File: src/rtl/mric_pkg.sv
// shared types, register codes and helpers for the mixed-radix index codec
// no dependencies; imported by mixed_radix_index_codec_top, mric_checker and testbench
`default_nettype none

package mric_pkg;

    // dimension count the ports are built for, and default used count
    localparam int MAX_DIMS     = 4;
    localparam int NUM_DIMS_DEF = 4;

    // field widths
    localparam int MIN_W   = 11;
    localparam int RANGE_W = 9;
    localparam int VALUE_W = 12;
    localparam int INDEX_W = 16;
    localparam int DEC_W   = 18;
    localparam int STRIDE_W = 25;
    localparam int TOTAL_W  = 33;

    // configuration port widths
    localparam int CFG_INDEX_W = 8;
    localparam int CFG_DATA_W  = 16;

    // stream widths
    localparam int S_TDATA_W = 64;
    localparam int M_TDATA_W = 96;

    // operation codes carried in s_tuser
    localparam logic OP_ENCODE = 1'b0;
    localparam logic OP_DECODE = 1'b1;

    // register indexes
    localparam logic [CFG_INDEX_W-1:0] CFG_DIM0_MIN   = 8'd0;
    localparam logic [CFG_INDEX_W-1:0] CFG_DIM1_MIN   = 8'd1;
    localparam logic [CFG_INDEX_W-1:0] CFG_DIM2_MIN   = 8'd2;
    localparam logic [CFG_INDEX_W-1:0] CFG_DIM3_MIN   = 8'd3;
    localparam logic [CFG_INDEX_W-1:0] CFG_DIM0_RANGE = 8'd4;
    localparam logic [CFG_INDEX_W-1:0] CFG_DIM1_RANGE = 8'd5;
    localparam logic [CFG_INDEX_W-1:0] CFG_DIM2_RANGE = 8'd6;
    localparam logic [CFG_INDEX_W-1:0] CFG_DIM3_RANGE = 8'd7;

    // sequencer states
    typedef enum logic [2:0] {
        ST_IDLE,
        ST_REBUILD,
        ST_ENCODE,
        ST_DECODE,
        ST_FINISH
    } mric_state_t;

    // a range of zero acts as one, anything above 256 acts as 256
    function automatic logic [RANGE_W-1:0] range_eff(input logic [RANGE_W-1:0] r);
        logic [RANGE_W-1:0] res;
        res = r;
        if (r == '0) begin
            res = 9'd1;
        end else if (r > 9'd256) begin
            res = 9'd256;
        end
        return res;
    endfunction

endpackage

`default_nettype wire

File: src/rtl/mixed_radix_index_codec_top.sv
// mixed-radix index codec: encode values to a flat index, decode an index to values
// depends on mric_pkg
`default_nettype none

// Converts between up to NUM_DIMS bounded values and one flat mixed-radix index.
// The minimum and range of each dimension are set through the configuration
// channel (index 0..3 minimums, 4..7 ranges; other indexes are ignored). Every
// register write starts a rebuild of the strides and total count, one
// dimension per cycle through the shared multiplier, during which neither
// channel is ready. An encode transfer (s_tuser 0) does one multiply-accumulate
// per dimension. A decode transfer (s_tuser 1) runs a restoring divider that
// works one quotient bit per cycle, highest dimension first, and its remainder
// feeds the next dimension. One item is in work at a time; the result sits in
// an output register, so the next item is taken while it waits for m_tready.
module mixed_radix_index_codec_top #(
    parameter int NUM_DIMS = mric_pkg::NUM_DIMS_DEF
) (
    input  wire logic                              aclk,
    input  wire logic                              aresetn,
    // configuration write channel
    input  wire logic                              cfg_valid,
    output logic                                   cfg_ready,
    input  wire logic [mric_pkg::CFG_INDEX_W-1:0]  cfg_index,
    input  wire logic [mric_pkg::CFG_DATA_W-1:0]   cfg_data,
    // input stream
    input  wire logic                              s_tvalid,
    output logic                                   s_tready,
    // value_0, value_1, value_2, value_3, flat_index
    input  wire logic [mric_pkg::S_TDATA_W-1:0]    s_tdata,
    // operation
    input  wire logic                              s_tuser,
    // result stream
    output logic                                   m_tvalid,
    input  wire logic                              m_tready,
    // index_out, decoded_0, decoded_1, decoded_2, decoded_3, index_valid,
    // values_in_range, zero fill
    output logic [mric_pkg::M_TDATA_W-1:0]         m_tdata
);
    import mric_pkg::*;

    localparam logic [1:0] LAST_DIM = 2'(NUM_DIMS - 1);
    localparam logic [1:0] TOP_DIM  = 2'(MAX_DIMS - 1);

    // control registers
    mric_state_t state_reg, state_next;
    logic [1:0] dim_cnt_reg, dim_cnt_next;
    logic [3:0] bit_cnt_reg, bit_cnt_next;
    logic       out_valid_reg, out_valid_next;

    // configuration and derived state
    logic [MIN_W-1:0]    min_reg    [MAX_DIMS];
    logic [MIN_W-1:0]    min_next   [MAX_DIMS];
    logic [RANGE_W-1:0]  range_reg  [MAX_DIMS];
    logic [RANGE_W-1:0]  range_next [MAX_DIMS];
    logic [STRIDE_W-1:0] stride_reg [MAX_DIMS];
    logic [STRIDE_W-1:0] stride_next[MAX_DIMS];
    logic [TOTAL_W-1:0]  total_reg, total_next;

    // working registers
    logic                     op_reg, op_next;
    logic [VALUE_W-1:0]       value_reg [MAX_DIMS];
    logic [VALUE_W-1:0]       value_next[MAX_DIMS];
    logic [INDEX_W-1:0]       num_reg, num_next;
    logic [INDEX_W-1:0]       rem_reg, rem_next;
    logic [INDEX_W-1:0]       quo_reg, quo_next;
    logic [INDEX_W-1:0]       acc_reg, acc_next;
    logic                     inrange_reg, inrange_next;
    logic                     valid_reg, valid_next;
    logic signed [DEC_W-1:0]  dec_reg [MAX_DIMS];
    logic signed [DEC_W-1:0]  dec_next[MAX_DIMS];
    logic [M_TDATA_W-1:0]     out_data_reg, out_data_next;

    // handshakes
    logic cfg_fire, in_fire, out_free;

    // shared multiplier
    logic [STRIDE_W-1:0]         mul_a;
    logic [INDEX_W-1:0]          mul_b;
    logic [STRIDE_W+INDEX_W-1:0] mul_p;

    // encode offset and divider step
    logic signed [VALUE_W:0] pos;
    logic [RANGE_W-1:0]      cur_range;
    logic                    pos_ok;
    logic [INDEX_W:0]        r_sh;
    logic                    div_ge;
    logic [INDEX_W-1:0]      rem_step;
    logic [INDEX_W-1:0]      quo_fin;

    assign cfg_fire = cfg_valid && cfg_ready;
    assign in_fire  = s_tvalid && s_tready;
    assign out_free = !out_valid_reg || m_tready;

    // dimension offset and range check for encode
    assign cur_range = (dim_cnt_reg <= LAST_DIM) ? range_eff(range_reg[dim_cnt_reg])
                                                 : RANGE_W'(1);
    assign pos = $signed({value_reg[dim_cnt_reg][VALUE_W-1], value_reg[dim_cnt_reg]})
               - $signed({{(VALUE_W+1-MIN_W){min_reg[dim_cnt_reg][MIN_W-1]}},
                          min_reg[dim_cnt_reg]});
    assign pos_ok = !pos[VALUE_W] &&
                    (pos[VALUE_W-1:0] < {{(VALUE_W-RANGE_W){1'b0}}, cur_range});

    // multiplier operands: stride product on rebuild, offset times stride on encode
    always_comb begin
        if (state_reg == ST_REBUILD) begin
            mul_a = total_reg[STRIDE_W-1:0];
            mul_b = {{(INDEX_W-RANGE_W){1'b0}}, cur_range};
        end else begin
            mul_a = {{(STRIDE_W-INDEX_W){1'b0}}, stride_reg[dim_cnt_reg][INDEX_W-1:0]};
            mul_b = {{(INDEX_W-VALUE_W-1){pos[VALUE_W]}}, pos};
        end
    end
    assign mul_p = mul_a * mul_b;

    // one restoring division step
    assign r_sh     = {rem_reg, num_reg[INDEX_W-1]};
    assign div_ge   = {{(STRIDE_W-INDEX_W-1){1'b0}}, r_sh} >= stride_reg[dim_cnt_reg];
    assign rem_step = div_ge ? INDEX_W'(r_sh - stride_reg[dim_cnt_reg][INDEX_W:0])
                             : r_sh[INDEX_W-1:0];
    assign quo_fin  = {quo_reg[INDEX_W-2:0], div_ge};

    // next state
    always_comb begin
        state_next = state_reg;
        unique case (state_reg)
            ST_IDLE: begin
                if (cfg_fire) begin
                    state_next = ST_REBUILD;
                end else if (in_fire) begin
                    state_next = (s_tuser == OP_DECODE) ? ST_DECODE : ST_ENCODE;
                end
            end
            ST_REBUILD: begin
                if (dim_cnt_reg == TOP_DIM) begin
                    state_next = ST_IDLE;
                end
            end
            ST_ENCODE: begin
                if (dim_cnt_reg == LAST_DIM) begin
                    state_next = ST_FINISH;
                end
            end
            ST_DECODE: begin
                if (bit_cnt_reg == 4'd15 && dim_cnt_reg == 2'd0) begin
                    state_next = ST_FINISH;
                end
            end
            ST_FINISH: begin
                if (out_free) begin
                    state_next = ST_IDLE;
                end
            end
            default: state_next = ST_IDLE;
        endcase
    end

    // handshake outputs
    always_comb begin
        cfg_ready = (state_reg == ST_IDLE);
        s_tready  = (state_reg == ST_IDLE) && !cfg_valid;
        m_tvalid  = out_valid_reg;
        m_tdata   = out_data_reg;
    end

    // datapath and counters
    always_comb begin
        dim_cnt_next   = dim_cnt_reg;
        bit_cnt_next   = bit_cnt_reg;
        out_valid_next = out_valid_reg;
        min_next       = min_reg;
        range_next     = range_reg;
        stride_next    = stride_reg;
        total_next     = total_reg;
        op_next        = op_reg;
        value_next     = value_reg;
        num_next       = num_reg;
        rem_next       = rem_reg;
        quo_next       = quo_reg;
        acc_next       = acc_reg;
        inrange_next   = inrange_reg;
        valid_next     = valid_reg;
        dec_next       = dec_reg;
        out_data_next  = out_data_reg;

        if (out_valid_reg && m_tready) begin
            out_valid_next = 1'b0;
        end

        unique case (state_reg)
            ST_IDLE: begin
                if (cfg_fire) begin
                    // register write, then rebuild strides from scratch
                    unique case (cfg_index) inside
                        CFG_DIM0_MIN, CFG_DIM1_MIN, CFG_DIM2_MIN, CFG_DIM3_MIN: begin
                            min_next[cfg_index[1:0]] = cfg_data[MIN_W-1:0];
                        end
                        CFG_DIM0_RANGE, CFG_DIM1_RANGE, CFG_DIM2_RANGE, CFG_DIM3_RANGE: begin
                            range_next[cfg_index[1:0]] = cfg_data[RANGE_W-1:0];
                        end
                        default: begin
                        end
                    endcase
                    total_next   = TOTAL_W'(1);
                    dim_cnt_next = 2'd0;
                end else if (in_fire) begin
                    // capture the item and clear the accumulators
                    op_next = s_tuser;
                    for (int d = 0; d < MAX_DIMS; d++) begin
                        value_next[d] = s_tdata[d*VALUE_W +: VALUE_W];
                        dec_next[d]   = '0;
                    end
                    num_next     = s_tdata[MAX_DIMS*VALUE_W +: INDEX_W];
                    rem_next     = '0;
                    quo_next     = '0;
                    acc_next     = '0;
                    inrange_next = 1'b1;
                    valid_next   = {{(TOTAL_W-INDEX_W){1'b0}},
                                    s_tdata[MAX_DIMS*VALUE_W +: INDEX_W]} < total_reg;
                    bit_cnt_next = 4'd0;
                    dim_cnt_next = (s_tuser == OP_DECODE) ? LAST_DIM : 2'd0;
                end
            end
            ST_REBUILD: begin
                // stride of this dimension is the product so far
                stride_next[dim_cnt_reg] = total_reg[STRIDE_W-1:0];
                total_next   = mul_p[TOTAL_W-1:0];
                dim_cnt_next = dim_cnt_reg + 2'd1;
            end
            ST_ENCODE: begin
                acc_next     = acc_reg + mul_p[INDEX_W-1:0];
                inrange_next = inrange_reg && pos_ok;
                dim_cnt_next = dim_cnt_reg + 2'd1;
            end
            ST_DECODE: begin
                if (bit_cnt_reg == 4'd15) begin
                    // quotient done: remainder is the next dividend
                    dec_next[dim_cnt_reg] = $signed({2'b00, quo_fin})
                        + $signed({{(DEC_W-MIN_W){min_reg[dim_cnt_reg][MIN_W-1]}},
                                   min_reg[dim_cnt_reg]});
                    num_next     = rem_step;
                    rem_next     = '0;
                    quo_next     = '0;
                    dim_cnt_next = dim_cnt_reg - 2'd1;
                end else begin
                    num_next = {num_reg[INDEX_W-2:0], 1'b0};
                    rem_next = rem_step;
                    quo_next = quo_fin;
                end
                bit_cnt_next = bit_cnt_reg + 4'd1;
            end
            ST_FINISH: begin
                if (out_free) begin
                    out_valid_next = 1'b1;
                    out_data_next  = '0;
                    if (op_reg == OP_DECODE) begin
                        out_data_next[INDEX_W-1:0] = '0;
                        out_data_next[INDEX_W+MAX_DIMS*DEC_W]   = valid_reg;
                        out_data_next[INDEX_W+MAX_DIMS*DEC_W+1] = valid_reg;
                        for (int d = 0; d < MAX_DIMS; d++) begin
                            out_data_next[INDEX_W+d*DEC_W +: DEC_W] = dec_reg[d];
                        end
                    end else begin
                        out_data_next[INDEX_W-1:0] = acc_reg;
                        out_data_next[INDEX_W+MAX_DIMS*DEC_W+1] = inrange_reg;
                    end
                end
            end
            default: begin
            end
        endcase
    end

    // control and configuration state
    always_ff @(posedge aclk) begin
        if (!aresetn) begin
            state_reg     <= ST_IDLE;
            dim_cnt_reg   <= 2'd0;
            bit_cnt_reg   <= 4'd0;
            out_valid_reg <= 1'b0;
            total_reg     <= TOTAL_W'(1);
            for (int d = 0; d < MAX_DIMS; d++) begin
                min_reg[d]    <= '0;
                range_reg[d]  <= RANGE_W'(1);
                stride_reg[d] <= STRIDE_W'(1);
            end
        end else begin
            state_reg     <= state_next;
            dim_cnt_reg   <= dim_cnt_next;
            bit_cnt_reg   <= bit_cnt_next;
            out_valid_reg <= out_valid_next;
            total_reg     <= total_next;
            min_reg       <= min_next;
            range_reg     <= range_next;
            stride_reg    <= stride_next;
        end
    end

    // payload registers
    always_ff @(posedge aclk) begin
        op_reg       <= op_next;
        value_reg    <= value_next;
        num_reg      <= num_next;
        rem_reg      <= rem_next;
        quo_reg      <= quo_next;
        acc_reg      <= acc_next;
        inrange_reg  <= inrange_next;
        valid_reg    <= valid_next;
        dec_reg      <= dec_next;
        out_data_reg <= out_data_next;
    end

endmodule

`default_nettype wire

File: config.mk
export PLATFORM = sky130hd
export DESIGN_NAME = mixed_radix_index_codec_top
export DESIGN_NICKNAME = d
export VERILOG_FILES = /design/src/rtl/mric_pkg.sv /design/src/rtl/mixed_radix_index_codec_top.sv
export SDC_FILE = /design/constraint.sdc
export NUM_CORES = 2
export LEC_CHECK = 0
export BUFFER_PORTS_ARGS = -buffer_cell sky130_fd_sc_hd__buf_2
export CORE_ASPECT_RATIO = 1.75
export CORE_MARGIN = 2
export CORE_UTILIZATION = 30
export DETAILED_ROUTE_END_ITERATION = 12
export GPL_TIMING_DRIVEN = 0
export PLACE_DENSITY_LB_ADDON = 0.12
export SYNTH_ARGS = -nofsm -noshare
export SYNTH_HDL_FRONTEND = slang
export SYNTH_SLANG_ARGS = --single-unit
File: constraint.sdc
create_clock -name aclk -period 25.6 [get_ports aclk]
set_input_delay 2.56 -clock aclk [delete_from_list [all_inputs] [get_ports aclk]]
set_output_delay 2.56 -clock aclk [all_outputs]
set_load 0.01 [all_outputs]
==> flow_summary.toml <==
[final_layout]
largest_reg_flops = 100
fill_cells = 12000
final_util = 0.343
layout_common_cells = "nand2_1 (645), inv_1 (418), fa_1 (288), edfxtp_1 (276)"
layout-drive-gt1-share = 0.0975
fin_nets = 4416
final_common_cell = "nand2_1"
syn_to_final_growth_pct = 13.3
multi_input_area_um2 = 19500
seqCellArea_um2 = 12800

[floorplan]
die_x_um = 261
chipHeight_um = 453
top_level_ports = 193
core-area_um2 = 114000
fp.dieArea_um2 = 118000
rows = 164
initial_core_util = 0.303

[placement]
preCtsSetupSlack_ps = 11970
portBuffers = 172
gp_congestion = 0.885
place_hpwl_mm = 99.8

[clock_network]
cts_num_sinks = 499
cts_resized = 0
cts_root_buf = "clkbuf_16"
numCtsBuffers = 51
clockBufferDepth = 3
clkTransAtPathRegs_ps = 60
insertion_delay_ps = 660
htree_levels = 2
post_cts_buffers = 0
postCtsHoldBufs = 0
tritoncts = "built"

[power]
seqPwrFrac = 0.326
total_power_uw = 2840
p_sw_uw = 1160
peakVddDrop_mv = 0.0433
comb_power_share = 0.414
switching_share = 0.409
p_clk_frac = 0.260
power_density_nw_per_um2 = 72.6
power.internal_uw = 1680
leakagePower_uw = 0.0160

[yosys]
ys_seq_area_frac = 0.369
synth-main-ff-cell = "edfxtp_1"
ys_async_sr_fraction = 0
synth.distinct_cells = 77
postSynthAreaPerCell_um2 = 9.59
netlist_instances = 3607
ys_warn_count = 0
synth.area.top_cells = "edfxtp_1 (24%), fa_1 (17%), dfxtp_1 (13%)"
synth_area_um2 = 34600
synth_edf_count = 276
synth_seq_cells = 499
synth_top_area_share = 0.240
yosysTopAreaCell = "edfxtp_1"

[global_routing]
grt_pass1_wl_mm = 179
antenna_found_initial = 1
grt_pass1_vias = 27800
grt_overflow = 0
groute.usage.overall = 0.207
grt_max_degree = 63

[timing]
timing.setup.tns_ps = 0
hold_slack_ps = 449
grt_setup_unrepaired = "false"
finalCritPeriodShare = 0.533
period_minus_slack_ps = 13660
finalHoldViolCount = 0
slew_headroom = -0.0194
fin_skew_ps = 54.3
finalSetupViolCount = 0
tightest_slew_ps = 1510
slew_viol_final = 5
layout_setup_ws_ps = 11940
fmax_mhz = 73.2

[worst_setup_path]
cp-start-kind = "flop"
cp-end-kind = "flop"
cp.required_ps = 26100
crit_path_max_fanout = 10
crit_arrival_ps = 14150
crit_slowest_cell = "xnor2_1"
cpMostUsedCell = "fa_1"
worstSetupPathType = "reg2reg"
max_stage_delay_ps = 1070

[outcome]
status = "finished with violations"
violations = "max-capacitance violations, max-slew violations"

[route]
drt_iter0_markers = 1415
dr_total_vias = 26000
avgRoutedWirePerCell_um = 22.4
vias_per_cell = 4.81
drc = 0
ant_nets = 0
drtPass1Iterations = 5
routed_wl_mm = 121

[job]
maxCapViolations = 1

[min_path]
hp-class = "reg2reg"
==> synthesized netlist by cell type (all sizes together), types with 10 or more instances <==
cell type / n
mux4: 48
mux2i: 98
o21ai: 102
buf: 42
nor3: 30
nor4: 22
nand4: 10
clkbuf: 162
or3: 12
ha: 164
nand2b: 17
a31oi: 11
and2: 115
nor2b: 35
a211oi: 10
o21a: 26
a21o: 25
dfxtp: 223
fa: 288
xnor2: 66
inv: 422
and3: 27
a21boi: 10
xor2: 26
nand2: 647
a21oi: 267
edfxtp: 276
a22oi: 13
nand3: 45
nor2: 269
==> layout make-up <==
| cell class | count | share of cell area |
|---|---|---|
| clock buffer | 73 | 0.0369 |
| buffer | 204 | 0.0217 |
| inverter | 422 | 0.0404 |
| sequential | 499 | 0.325 |
| multi-input combinational | 2514 | 0.499 |
| clock inverter | 19 | 0.00402 |
| timing repair buffer | 178 | 0.0250 |
| antenna | 3 | 0.000192 |
| tap | 1494 | 0.0477 |
==> cells by family after synthesis <==
group                    Yosys count  synth area share
other                              2          0.000217
multiplexers                     151            0.0613
AO/OA/AOI/OAI                    524            0.0896
flip-flops                       499             0.369
adder cells (fa/ha/maj)          452             0.226
buffers and inverters            626            0.0704
AND/OR/NAND/NOR                 1261             0.160
XOR/XNOR                          92            0.0233
==> routing by layer <==
layer,GRT usage,share of wire,vias up
li1,-,-,12300
met2,0.427,0.58,525
met1,0.198,0.34,13000
met5,0,0,-
met3,0.0133,0.025,196
met4,0.108,0.059,0
==> worst paths after layout <==
kind                            cells past startpoint            end  slack [ps]      startpoint
worst min register to register                      2  total_reg[30]         450   total_reg[30]
worst max-delay path                               39  total_reg[32]       11940  dim_cnt_reg[1]
worst min-delay path                                2  total_reg[30]         450   total_reg[30]
worst max register to register                     39  total_reg[32]       11940  dim_cnt_reg[1]
==> metrics by stage <==
stage | instances | instance area [µm²]
2_1_floorplan | 3639 | 34700
3_3_place_gp | 5305 | 37400
3_5_place_dp | 5311 | 37600
4_1_cts | 5403 | 39200
5_1_grt | 5404 | 39200
6_report | 5406 | 39200
==> critical path: cells and delay by family, from the launching register on <==
| family | cells | cell delay [ps] |
|---|---|---|
| AOI/OAI and AO/OA | 10 | 2160 |
| xor gates and xnor gates | 2 | 1290 |
| adders and majority gates | 9 | 4080 |
| buffers and inverters | 11 | 3370 |
| DFF | 1 | 490 |
| muxes | 1 | 460 |
| and+or+nand+nor | 6 | 1590 |
==> power by group through the flow <==
| stage | Clock, µW | Sequential (µW) | Combinational (µW) |
|---|---|---|---|
| detailed placement | 0 | 945 | 1190 |
| CTS | 759 | 928 | 1190 |
| floorplan | 0 | 938 | 749 |
| finish | 741 | 928 | 1180 |
| global placement | 0 | 949 | 1180 |
| global route | 787 | 933 | 1300 |
Note: power is estimated with default switching activity, not from simulation.
